### config.mk
export PLATFORM = sky130hd
export DESIGN_NAME = ordered_array_list_engine
export DESIGN_NICKNAME = d
export VERILOG_FILES = /design/src/hw/rtl/oal_pkg.sv /design/src/hw/rtl/ordered_array_list_engine.sv /design/src/hw/rtl/oal_ctrl.sv /design/src/hw/rtl/oal_datapath.sv
export VERILOG_INCLUDE_DIRS = /design/src /design/src/hw/rtl
export SDC_FILE = /design/constraint.sdc
export NUM_CORES = 2
export LEC_CHECK = 0
export BUFFER_PORTS_ARGS = -buffer_cell sky130_fd_sc_hd__buf_2
export CAP_MARGIN = 20
export CORE_MARGIN = 5
export CORE_UTILIZATION = 25
export DETAILED_ROUTE_END_ITERATION = 12
export GPL_TIMING_DRIVEN = 0
export SETUP_SLACK_MARGIN = 0.15
export SYNTH_ARGS = -nofsm -noshare
export SYNTH_HDL_FRONTEND = slang
export SYNTH_HIERARCHICAL = 1
export SYNTH_SLANG_ARGS = --single-unit
### constraint.sdc
create_clock -name clk -period 13.5 [get_ports clk]
set_clock_uncertainty 0.15 [all_clocks]
set_input_delay 0 -clock clk [delete_from_list [all_inputs] [get_ports clk]]
set_output_delay 0 -clock clk [all_outputs]
set_load 0.05 [all_outputs]
### src/hw/rtl/ordered_array_list_engine_macros.svh
// assertion macros for the array list engine
`ifndef ORDERED_ARRAY_LIST_ENGINE_MACROS_SVH
`define ORDERED_ARRAY_LIST_ENGINE_MACROS_SVH

// property must hold at every edge outside reset
`define OAL_ASSERT(label, prop, msg) \
    label: assert property (@(posedge clk) disable iff (!rst_n) (prop)) else $error(msg);

// antecedent implies consequent on the next edge
`define OAL_ASSERT_NEXT(label, ante, cons, msg) \
    label: assert property (@(posedge clk) disable iff (!rst_n) (ante) |=> (cons)) else $error(msg);

`endif

### src/hw/rtl/oal_pkg.sv
// ----------------------------------------------------------------------------
// oal_pkg
// shared types and codes for the array list engine
// ----------------------------------------------------------------------------
package oal_pkg;

    localparam int unsigned DataW = 32;

    typedef enum logic [2:0] {
        REQ_READ      = 3'd0,
        REQ_INSERT    = 3'd1,
        REQ_OVERWRITE = 3'd2,
        REQ_REMOVE    = 3'd3,
        REQ_COUNT     = 3'd4,
        REQ_SORT      = 3'd5,
        REQ_BAD6      = 3'd6,
        REQ_BAD7      = 3'd7
    } req_t;

    typedef enum logic [3:0] {
        ST_IDLE,
        ST_DECIDE,
        ST_INS_RD,
        ST_INS_WR,
        ST_INS_PUT,
        ST_REM_RD,
        ST_REM_WR,
        ST_CNT_RD,
        ST_CNT_ACC,
        ST_SRT_RDI,
        ST_SRT_RDJ,
        ST_SRT_CMP,
        ST_SRT_SWP,
        ST_RD_WAIT,
        ST_RD_TAKE,
        ST_DONE
    } state_t;

    // controller -> datapath
    typedef struct packed {
        logic load_req;     // latch request
        logic init_i;       // i = start index per op
        logic init_j;       // j = i + 1
        logic dec_i;
        logic inc_i;
        logic inc_j;
        logic rd_i;         // memory read at i
        logic rd_j;         // memory read at j
        logic rd_im1;       // read at i-1
        logic rd_ip1;       // read at i+1
        logic take_a;       // capture read data into a
        logic take_b;       // capture read data into b
        logic wr_i_rd;      // write last read data at i
        logic wr_i_val;     // write operand at i
        logic wr_i_b;       // write b at i
        logic wr_j_a;       // write a at j
        logic acc;          // count compare
        logic fill_inc;
        logic fill_dec;
        logic set_bad;
        logic set_data;     // result data = last read
        logic out_load;
    } cmd_t;

    // datapath -> controller
    typedef struct packed {
        req_t op;
        logic pos_lt_fill;
        logic pos_le_fill;
        logic not_full;
        logic i_gt_pos;     // insert shift still running
        logic ip1_lt_fill;  // remove shift / outer sort loop
        logic i_lt_fill;
        logic j_lt_fill;
        logic a_gt_b;
        logic out_busy;
    } stat_t;

endpackage

### src/hw/rtl/ordered_array_list_engine.sv
// ----------------------------------------------------------------------------
// ordered_array_list_engine
// array list of signed words with shifting insert and remove, count and sort
// ----------------------------------------------------------------------------
// One item is taken at a time. Read and overwrite need no loop; insert
// and remove read and then write each shifted entry, count reads and then
// compares each filled entry, and sort walks all pairs i<j with a read and
// a compare, plus an exchange step when the pair is out of order. The next
// item is accepted once the result has been handed to the output register.
module ordered_array_list_engine #(
    parameter int unsigned DEPTH = 16
) (
    input  logic        clk,
    input  logic        rst_n,
    input  logic        s_tvalid,
    output logic        s_tready,
    input  logic [47:0] s_tdata,   // req_type[2:0], position[10:3], operand_value[42:11]
    output logic        m_tvalid,
    input  logic        m_tready,
    output logic [39:0] m_tdata,   // status[0], read_data[32:1], found[33], fill_count[38:34]
    input  logic        cfg_we,
    input  logic [4:0]  cfg_wdata
);
    import oal_pkg::*;

    cmd_t  cmd;
    stat_t st;
    logic  idle;
    logic  in_fire;
    logic  o_status, o_found;
    logic signed [31:0] o_data;
    logic [4:0] o_fill;

    assign s_tready = idle;
    assign in_fire = s_tvalid && s_tready;
    assign m_tdata = {1'b0, o_fill, o_found, o_data, o_status};

    oal_ctrl u_ctrl (
        .clk     (clk),
        .rst_n   (rst_n),
        .in_fire (in_fire),
        .st      (st),
        .cmd     (cmd),
        .idle    (idle)
    );

    oal_datapath #(.DEPTH(DEPTH)) u_dp (
        .clk           (clk),
        .rst_n         (rst_n),
        .cmd           (cmd),
        .st            (st),
        .req_type      (s_tdata[2:0]),
        .position      (s_tdata[10:3]),
        .operand_value (s_tdata[42:11]),
        .cfg_we        (cfg_we),
        .cfg_wdata     (cfg_wdata),
        .out_valid     (m_tvalid),
        .out_ready     (m_tready),
        .out_status    (o_status),
        .out_data      (o_data),
        .out_found     (o_found),
        .out_fill      (o_fill)
    );

endmodule

### src/hw/rtl/oal_ctrl.sv
// ----------------------------------------------------------------------------
// oal_ctrl
// sequencer for the array list operations
// ----------------------------------------------------------------------------
module oal_ctrl (
    input  logic           clk,
    input  logic           rst_n,
    input  logic           in_fire,
    input  oal_pkg::stat_t st,
    output oal_pkg::cmd_t  cmd,
    output logic           idle
);
    import oal_pkg::*;

    state_t state_reg, state_next;

    always_ff @(posedge clk or negedge rst_n)
    begin
        if (!rst_n)
            state_reg <= ST_IDLE;
        else
            state_reg <= state_next;
    end

    always_comb
    begin
        state_next = state_reg;
        unique case (state_reg)
            ST_IDLE:    if (in_fire) state_next = ST_DECIDE;
            ST_DECIDE:
            begin
                unique case (st.op)
                    REQ_READ:      state_next = st.pos_lt_fill ? ST_RD_WAIT : ST_DONE;
                    REQ_INSERT:    state_next = (st.pos_le_fill && st.not_full) ?
                                                 ST_INS_RD : ST_DONE;
                    REQ_OVERWRITE: state_next = ST_DONE;
                    REQ_REMOVE:    state_next = st.pos_lt_fill ? ST_REM_RD : ST_DONE;
                    REQ_COUNT:     state_next = ST_CNT_RD;
                    REQ_SORT:      state_next = ST_SRT_RDI;
                    default:       state_next = ST_DONE;
                endcase
            end
            ST_INS_RD:  state_next = st.i_gt_pos ? ST_INS_WR : ST_INS_PUT;
            ST_INS_WR:  state_next = ST_INS_RD;
            ST_INS_PUT: state_next = ST_DONE;
            ST_REM_RD:  state_next = st.ip1_lt_fill ? ST_REM_WR : ST_DONE;
            ST_REM_WR:  state_next = ST_REM_RD;
            ST_CNT_RD:  state_next = st.i_lt_fill ? ST_CNT_ACC : ST_DONE;
            ST_CNT_ACC: state_next = ST_CNT_RD;
            ST_SRT_RDI: state_next = st.ip1_lt_fill ? ST_SRT_RDJ : ST_DONE;
            ST_SRT_RDJ: state_next = st.j_lt_fill ? ST_SRT_CMP : ST_SRT_RDI;
            ST_SRT_CMP: state_next = st.a_gt_b ? ST_SRT_SWP : ST_SRT_RDJ;
            ST_SRT_SWP: state_next = ST_SRT_RDJ;
            ST_RD_WAIT: state_next = ST_RD_TAKE;
            ST_RD_TAKE: state_next = ST_DONE;
            ST_DONE:    if (!st.out_busy) state_next = ST_IDLE;
            default:    state_next = ST_IDLE;
        endcase
    end

    always_comb
    begin
        cmd = '0;
        idle = (state_reg == ST_IDLE);
        unique case (state_reg)
            ST_IDLE:
            begin
                cmd.load_req = in_fire;
            end
            ST_DECIDE:
            begin
                cmd.init_i = 1'b1;
                unique case (st.op)
                    REQ_READ:
                    begin
                        cmd.rd_i = st.pos_lt_fill;
                        cmd.set_bad = !st.pos_lt_fill;
                    end
                    REQ_INSERT:    cmd.set_bad = !(st.pos_le_fill && st.not_full);
                    REQ_OVERWRITE:
                    begin
                        cmd.wr_i_val = st.pos_lt_fill;
                        cmd.set_bad = !st.pos_lt_fill;
                    end
                    REQ_REMOVE:    cmd.set_bad = !st.pos_lt_fill;
                    REQ_COUNT, REQ_SORT: ;
                    default:       cmd.set_bad = 1'b1;
                endcase
            end
            ST_INS_RD:
            begin
                // copy entry i-1 up to i while i > pos
                cmd.rd_im1 = st.i_gt_pos;
            end
            ST_INS_WR:
            begin
                cmd.wr_i_rd = 1'b1;
                cmd.dec_i = 1'b1;
            end
            ST_INS_PUT:
            begin
                cmd.wr_i_val = 1'b1;
                cmd.fill_inc = 1'b1;
            end
            ST_REM_RD:
            begin
                cmd.rd_ip1 = st.ip1_lt_fill;
                cmd.fill_dec = !st.ip1_lt_fill;
            end
            ST_REM_WR:
            begin
                cmd.wr_i_rd = 1'b1;
                cmd.inc_i = 1'b1;
            end
            ST_CNT_RD:  cmd.rd_i = st.i_lt_fill;
            ST_CNT_ACC:
            begin
                cmd.acc = 1'b1;
                cmd.inc_i = 1'b1;
            end
            ST_SRT_RDI:
            begin
                cmd.rd_i = 1'b1;
                cmd.init_j = 1'b1;
            end
            ST_SRT_RDJ:
            begin
                cmd.take_a = 1'b1;
                cmd.rd_j = st.j_lt_fill;
                cmd.inc_i = !st.j_lt_fill;
            end
            ST_SRT_CMP:
            begin
                cmd.take_b = 1'b1;
            end
            ST_SRT_SWP:
            begin
                // read data still holds the old entry j, now the new entry i
                cmd.wr_i_b = 1'b1;
                cmd.wr_j_a = 1'b1;
                cmd.inc_j = 1'b1;
            end
            ST_RD_WAIT: ;
            ST_RD_TAKE: cmd.set_data = 1'b1;
            ST_DONE:    cmd.out_load = !st.out_busy;
            default: ;
        endcase
        // in compare state a no-swap step also advances j and rereads entry i
        if (state_reg == ST_SRT_CMP && !st.a_gt_b)
        begin
            cmd.inc_j = 1'b1;
            cmd.rd_i = 1'b1;
        end
    end

endmodule

### src/hw/rtl/oal_datapath.sv
// ----------------------------------------------------------------------------
// oal_datapath
// entry store, index counters, fill count and result register
// ----------------------------------------------------------------------------
module oal_datapath #(
    parameter int unsigned DEPTH = 16
) (
    input  logic                      clk,
    input  logic                      rst_n,
    input  oal_pkg::cmd_t             cmd,
    output oal_pkg::stat_t            st,
    input  logic [2:0]                req_type,
    input  logic [7:0]                position,
    input  logic signed [31:0]        operand_value,
    input  logic                      cfg_we,
    input  logic [4:0]                cfg_wdata,
    output logic                      out_valid,
    input  logic                      out_ready,
    output logic                      out_status,
    output logic signed [31:0]        out_data,
    output logic                      out_found,
    output logic [4:0]                out_fill
);
    import oal_pkg::*;

    localparam int unsigned AW = (DEPTH > 1) ? $clog2(DEPTH) : 1;
    localparam int unsigned CW = $clog2(DEPTH + 2);
    localparam int unsigned IW = (CW > 9) ? CW : 9;

    logic signed [DataW-1:0] mem [DEPTH];
    logic signed [DataW-1:0] rd_reg;
    logic signed [DataW-1:0] a_reg, b_reg, val_reg, res_data_reg;
    req_t                    op_reg;
    logic [7:0]              pos_reg;
    logic [IW-1:0]           i_reg, j_reg;
    logic [CW-1:0]           fill_reg;
    logic [4:0]              cap_reg;
    logic                    bad_reg;
    logic [CW-1:0]           cnt_reg;
    logic [CW-1:0]           cap_eff;
    logic                    rd_en, wr_en;
    logic [IW-1:0]           rd_idx, wr_idx;
    logic signed [DataW-1:0] wr_data;
    logic [IW-1:0]           fill_x, pos_x;

    assign fill_x = IW'(fill_reg);
    assign pos_x  = IW'(pos_reg);
    assign cap_eff = (32'(cap_reg) > DEPTH) ? CW'(DEPTH) : CW'(cap_reg);

    always_comb
    begin
        rd_en = cmd.rd_i | cmd.rd_j | cmd.rd_im1 | cmd.rd_ip1;
        rd_idx = i_reg;
        if (cmd.rd_j)   rd_idx = j_reg;
        if (cmd.rd_im1) rd_idx = i_reg - IW'(1);
        if (cmd.rd_ip1) rd_idx = i_reg + IW'(1);
        // swap writes entry i here; entry j gets a through the pending write below
        wr_en = cmd.wr_i_rd | cmd.wr_i_val | cmd.wr_i_b | cmd.wr_j_a;
        wr_idx = i_reg;
        // read and overwrite act at the request position before i is loaded
        if (cmd.init_i)
        begin
            rd_idx = pos_x;
            wr_idx = pos_x;
        end
        wr_data = rd_reg;
        if (cmd.wr_i_val) wr_data = val_reg;
        if (cmd.wr_i_b)   wr_data = b_reg;
    end

    // swap: entry i takes b now; entry j gets a on the following edge
    logic                    pend_reg;
    logic [IW-1:0]           pend_idx_reg;

    always_ff @(posedge clk)
    begin
        if (wr_en && !cmd.wr_j_a)
            mem[wr_idx[AW-1:0]] <= wr_data;
        else if (cmd.wr_j_a)
            mem[i_reg[AW-1:0]] <= b_reg;
        if (pend_reg)
            mem[pend_idx_reg[AW-1:0]] <= a_reg;
        if (rd_en)
            rd_reg <= mem[rd_idx[AW-1:0]];
    end

    always_ff @(posedge clk or negedge rst_n)
    begin
        if (!rst_n)
            pend_reg <= 1'b0;
        else
            pend_reg <= cmd.wr_j_a;
    end

    always_ff @(posedge clk)
    begin
        if (cmd.wr_j_a)
            pend_idx_reg <= j_reg;
        if (cmd.load_req)
        begin
            op_reg  <= req_t'(req_type);
            pos_reg <= position;
            val_reg <= operand_value;
        end
        if (cmd.take_a) a_reg <= rd_reg;
        if (cmd.take_b) b_reg <= rd_reg;
    end

    always_ff @(posedge clk or negedge rst_n)
    begin
        if (!rst_n)
        begin
            fill_reg <= '0;
            cap_reg <= 5'd16;
            i_reg <= '0;
            j_reg <= '0;
            bad_reg <= 1'b0;
            cnt_reg <= '0;
            res_data_reg <= '0;
            out_valid <= 1'b0;
            out_status <= 1'b0;
            out_data <= '0;
            out_found <= 1'b0;
            out_fill <= '0;
        end
        else
        begin
            if (cfg_we) cap_reg <= cfg_wdata;
            if (cmd.load_req)
            begin
                bad_reg <= 1'b0;
                cnt_reg <= '0;
                res_data_reg <= '0;
            end
            if (cmd.init_i)
            begin
                if (op_reg == REQ_INSERT)
                    i_reg <= fill_x;
                else if (op_reg == REQ_COUNT || op_reg == REQ_SORT)
                    i_reg <= '0;
                else
                    i_reg <= pos_x;
            end
            if (cmd.dec_i) i_reg <= i_reg - IW'(1);
            if (cmd.inc_i) i_reg <= i_reg + IW'(1);
            if (cmd.init_j) j_reg <= i_reg + IW'(1);
            if (cmd.inc_j)  j_reg <= j_reg + IW'(1);
            if (cmd.set_bad) bad_reg <= 1'b1;
            if (cmd.acc && rd_reg == val_reg) cnt_reg <= cnt_reg + CW'(1);
            if (cmd.set_data) res_data_reg <= rd_reg;
            if (cmd.fill_inc) fill_reg <= fill_reg + CW'(1);
            if (cmd.fill_dec) fill_reg <= fill_reg - CW'(1);
            if (out_valid && out_ready) out_valid <= 1'b0;
            if (cmd.out_load)
            begin
                out_valid <= 1'b1;
                out_status <= bad_reg;
                out_fill <= 5'(fill_reg);
                if (op_reg == REQ_COUNT)
                begin
                    out_data <= DataW'(cnt_reg);
                    out_found <= (cnt_reg != '0);
                end
                else
                begin
                    out_data <= bad_reg ? '0 : res_data_reg;
                    out_found <= 1'b0;
                end
            end
        end
    end

    always_comb
    begin
        st.op = op_reg;
        st.pos_lt_fill = pos_x < fill_x;
        st.pos_le_fill = pos_x <= fill_x;
        st.not_full = fill_reg < cap_eff;
        st.i_gt_pos = i_reg > pos_x;
        st.ip1_lt_fill = (i_reg + IW'(1)) < fill_x;
        st.i_lt_fill = i_reg < fill_x;
        st.j_lt_fill = j_reg < fill_x;
        st.a_gt_b = a_reg > rd_reg;
        st.out_busy = out_valid && !out_ready;
    end

    `include "ordered_array_list_engine_macros.svh"

    `OAL_ASSERT(a_fill_range, fill_reg <= CW'(DEPTH), "fill count beyond depth")
    `OAL_ASSERT(a_fill_excl, !(cmd.fill_inc && cmd.fill_dec), "fill inc and dec together")
    `OAL_ASSERT_NEXT(a_ins_grow, cmd.fill_inc, fill_reg == $past(fill_reg) + CW'(1),
        "insert did not grow fill")

endmodule
* After elaboration in Yosys (flattened, before gate mapping)
Memory sizes are Yosys's and may differ from the RTL's. A register that Yosys moved wholly into a read port is not among the register bits.
Cells that the tools add are included.
W data, S select, Z words.
** Operators by class
- Multiplexer cells :: 76
- Equal/unequal tests :: 23
- Bitwise logic cells :: 6
- Magnitude comparators :: 9
- Add/subtract/negate cells :: 6
- Reductions and logical operators :: 33
** Operator list (number)
- $mux W32 :: 7
- $pmux W4 S15 :: 1
- $mux W9 :: 6
- $mux W4 :: 11
- $eq A32 B32 Y1 :: 1
- $eq A4 B4 Y1 const B :: 8
- $gt A32 B32 Y1 :: 1
- $mux W1 :: 32
- $reduce_or A32 Y1 :: 1
- $lt A9 B5 Y1 :: 3
- $mux W5 :: 5
- $pmux W4 S5 :: 1
- $add A9 B1 Y9 const B :: 2
- $eq A4 B3 Y1 const B :: 4
- $mux W3 :: 4
- $reduce_bool A2 Y1 :: 6
- $add A5 B1 Y5 const B :: 2
- $gt A9 B8 Y1 :: 1
- $sub A9 B1 Y9 const B :: 1
- $eq A4 B2 Y1 const B :: 2
- $le A8 B5 Y1 :: 1
- $logic_not A1 Y1 :: 8
- $lt A8 B5 Y1 :: 1
- $mux W2 :: 4
- 22 further kinds :: 40
** Word-level totals
- Memories :: 1
- Flip-flop bits (word level) :: 222
- Logic and storage cells :: 174
- Output and inout bits :: 42
- Input port bits :: 58
- Bits in writable memories :: 512
** Memories
- u_dp.mem :: depth 16, width 32, rd ports 1, clocked after memory_dff 1, write ports 2, line oal_datapath.sv:30 : logic signed [DataW-1:0] mem [DEPTH];

* Depth between registers and ports, before layout
- Depth in word-level cells :: 11
- Gate-level depth with buffers :: 19
- Depth with buffers taken out :: 16

* Modules after synthesis
Netlist, hierarchy kept.
** By module, submodules not included
- oal_datapath :: cells an instance 3495, sequential area each 22347.7 sq um, times used 1, area each 38111.6 sq um
- oal_ctrl :: cells an instance 107, sequential area each 100.1 sq um, times used 1, area each 681.9 sq um
- ordered_array_list_engine :: cells an instance 5, sequential area each 0.0 sq um, times used 1, area each 32.5 sq um

* Least setup slack after synthesis
Ideal clock, no wire load.
- Path kind :: register to register
- From :: register u_dp.fill_reg[2]
- To :: memory u_dp.mem[10][0], enable pin
- Slack :: 8.378 ns
- Arrival :: 4.539 ns
- Clock period less this slack :: 5.122 ns
- Setup time :: 0.433 ns
- Cell stages (with the launch flop) :: 15
- Data required time :: 12.917 ns
- Cell sequence :: dfrtp_1 -> inv_1 -> ha_1 -> a21o_1 -> a211o_1 -> a211oi_1 -> nand2b_1 -> nor2_1 -> a31o_2 -> clkbuf_1 -> clkbuf_1 -> nor2_1 -> nand2_1 -> o21ai_0 -> o22ai_1
** RTL lines
- from (decl) :: line oal_datapath.sv:36 : logic [CW-1:0] fill_reg;
- from (signal assigned) :: line oal_datapath.sv:151 : if (cmd.fill_inc) fill_reg <= fill_reg + CW'(1);
- from (signal assigned) :: line oal_datapath.sv:152 : if (cmd.fill_dec) fill_reg <= fill_reg - CW'(1);
- to (decl) :: line oal_datapath.sv:30

==> impl_results.md <==
* Area post-placement at 42600 um^2
* CTS tree: yes
* Max reg flops at 512
* Worst flop-to-flop path startpoint: u_dp/i_reg[0]
* DRT met1 WL at 51900 um
* Diode count at 0
* WP data arrival at 6640 ps
* Pleak at 16.4 nW
* Antenna violations before repair at 3
* Top cell type by total area after synthesis: edfxtp_1
* Avg Inst Size Synth at 10.8 um^2
* RSZ-0062 raised after global routing: no
* Synth area leaders: edfxtp_1 51%, mux2i_1 10%, o21ai_0 8.3%
* Worst Path Required at 13800 ps
* Worst-case clock buffer depth at 3
* Post-route ant nets at 0
* Placed insts at 5770
* Iter 0 DRT Violations at 3013
* Final wirelength at 123000 um
* Flop2flop setup slack at 7170 ps
* Cell Chain, Critical Path: buf_2, inv_1, ha_1, ha_1, a21oi_1, nor2b_1, o21ai_0, nand2b_1, a2111oi_1, buf_2, and3_1, buf_2, or3b_1, o311ai_1, mux2i_1, clkbuf_1, buf_2, mux2i_1, nand3_1, nand4_1
* Vias at 29800
* Critical Path End Type: register
* Vias/cell at 4.95
* Die Area at 163000 um^2
* Min-Delay Path Class: input pin to register
* Post_cts resized at 0
* Finished Core Util at 0.300
* First-pass GRT wire length at 183000 um
* Top Ports at 100
* Largest net degree at the start of global routing at 91
* Non-Filler Instances at 6028
* Syn Inst Count at 3607
* Syn_nets at 3735
* Die Y at 404 um
* Peak supply drop at 0.000128 V
* Post-Syn Area at 38800 um^2
* Top Metal Used: met5
* Total power at 11.5 mW
* Fmax at 158 MHz
* Layout cell share with drive strength beyond 1 at 0.0876
* R2R cell count at 20
* Yosys warns at 6
* RD Place Congestion at 0.909
* Clk slew on worst S/H paths at 60 ps
* Post-synth EDFFs at 655
* Worst Hold Path EP: u_dp/val_reg[5]
* Met2 WL at 57100 um
* Startpoint Class: register
* Final setup fails at 0
* Pwr Density at 250 nW/um^2
* R2R Path End: u_dp/rd_reg[25]
* Core Area at 154000 um^2
* Share of flip-flops with an asynchronous set or reset at 0.145
* Final net count at 4049
* Core Rows at 144
* Crit path time final at 6330 ps
* Synth top area share at 0.507
* CP dominant cell by count: buf_2
* Worst slew pin tran at 1240 ps
* Hold Vio Cnt, Final at 0
* Clock Latency Late Sink at 640 ps
* CTS root buf: clkbuf_16
* Htree depth at 3
* Max_cap viols at 0
* Drc violations at 0
* Critical path class: register to register
* Vias in the first global route at 29100
* Global-route usage over all layers at 0.145
* Distinct cells, synth at 70
* Area grow syn2layout at 19.0%
* Number of iterations in the first detailed-routing pass at 6
* Status: finished, final reports clean
* Design area at 46200 um^2
* Max-slew headroom at 0.167
* FILL cells at 15800
* Wire length on met3 at 9600 um
* Grt ovf at 0
* Die W at 404 um
* Dominant synthesized flop cell: edfxtp_1
* Hold Path Depth at 2
* Slowest stage cell, crit path: clkbuf_1
* Crit path max fanout at 10
* Hold path start: s_tdata[16]
* Final Max Slew Viols at 0
* Final Cycle Share at 0.469
* Starting Density at 0.252
* Most frequent cells in the layout: 655 x edfxtp_1, 654 x nand2_1, 643 x o21ai_0
* Wire per inst at 20.4 um
* DP HPWL at 91100 um
* #FFs+latches synth at 766
* Seq/Total Area, Yosys at 0.578
* Critical Path Max Stage Delay at 770 ps
* Most common cell after layout, fill and taps aside: edfxtp_1
* Sink Count at 766
* Port Buffers at 93
* Setup TNS Final at 0 ps
* CTS buffer count at 80
[what timing repair did]
| action | in CTS | in global routing |
|---|---|---|
| endpoints found under the hold margin | 174 | 0 |
| setup endpoints to repair | 0 | 0 |
| buffers inserted | 0 | 0 |
| hold buffers | 107 | 0 |
[metrics by stage]
stage | worst slack [ps] | hold slack [ps]
floorplan | 8380 | -446
global placement | 5390 | 27.6
detailed placement | 7260 | -265
CTS | 7240 | 0.847
global route | 6840 | 32.1
finish | 7170 | 42.9
[area by class of cell]
| cell class | count | area, um^2 | area share |
|---|---|---|---|
| tap | 2044 | 2560 | 0.0553 |
| buffer | 331 | 1420 | 0.0307 |
| clock inverter | 44 | 380 | 0.00823 |
| inverter | 93 | 349 | 0.00755 |
| timing repair buffer | 232 | 2040 | 0.0442 |
| multi-input combinational | 2417 | 14900 | 0.322 |
| sequential | 766 | 22400 | 0.486 |
| clock buffer | 101 | 2150 | 0.0466 |
[kinds of logic (layout without fill, tap and decap cells)]
family,count (synthesis),after routing,synth area share
AO/OA/AOI/OAI,841,841,0.119
XOR/XNOR,50,50,0.0113
flip-flops,766,766,0.578
AND/OR/NAND/NOR,1051,1051,0.118
multiplexers,404,404,0.105
buffers and inverters,424,801,0.0455
adder cells (fa/ha/maj),70,70,0.0228
other,1,1,0.0000966
[critical path, delay by kind of cell (launching register included)]
kind / cells / cell delay [ps]
compound gates: 4 / 960
buf+inv: 6 / 2240
mux: 2 / 720
fa+ha+maj: 2 / 750
flops: 1 / 440
simple gates: 6 / 850
[cells in the mapped netlist, types with 3 or more instances]
master	count
a211o_1	3
a211oi_1	10
a21boi_0	3
a21o_1	16
a21oi_1	48
a221oi_1	6
a22oi_1	3
a311oi_1	4
a31oi_1	12
and2_1	3
and3_1	9
and4_1	3
buf_1	36
buf_2	34
buf_4	33
clkbuf_1	227
dfrtp_1	110
edfxtp_1	655
ha_1	69
inv_1	91
mux2_2	11
mux2i_1	393
nand2_1	654
nand2b_1	47
nand3_1	151
nand3b_1	5
nand4_1	44
nor2_1	68
nor2b_1	14
nor3_1	21
nor3b_1	12
nor4_1	5
o211ai_1	36
o21a_1	4
o21ai_0	643
o21bai_1	6
o22ai_1	16
o31ai_1	5
or2_2	3
or3_1	3
or4_1	3
xnor2_1	37
xor2_1	13
[power by group]
| group | internal (mW) | switching [mW] |
|---|---|---|
| combinational | 1.86 | 3.57 |
| sequential | 3.56 | 0.361 |
| clock | 1.25 | 0.938 |
| total | 6.67 | 4.87 |
[per-layer routing]
| layer | global-route usage | up-vias |
|---|---|---|
| li1 | - | 13600 |
| met1 | 0.194 | 14800 |
| met2 | 0.241 | 1224 |
| met3 | 0.0214 | 202 |
| met4 | 0.0522 | 4 |
| met5 | 0 | - |
[worst max-delay path by stage]
stage                     start  slack [ps]         endpoint
2_1_floorplan  u_dp/fill_reg[2]        8380  u_dp/mem[10][0]
3_3_place_gp   u_dp/fill_reg[2]        5390  u_dp/mem[1][28]
6_report          u_dp/i_reg[0]        7170  u_dp/rd_reg[25]
3_5_place_dp      u_dp/i_reg[0]        7260  u_dp/rd_reg[26]
4_1_cts           u_dp/i_reg[0]        7240  u_dp/rd_reg[26]
5_1_grt           u_dp/i_reg[0]        6840  u_dp/rd_reg[26]
Note: power is estimated with default switching activity, not from simulation.
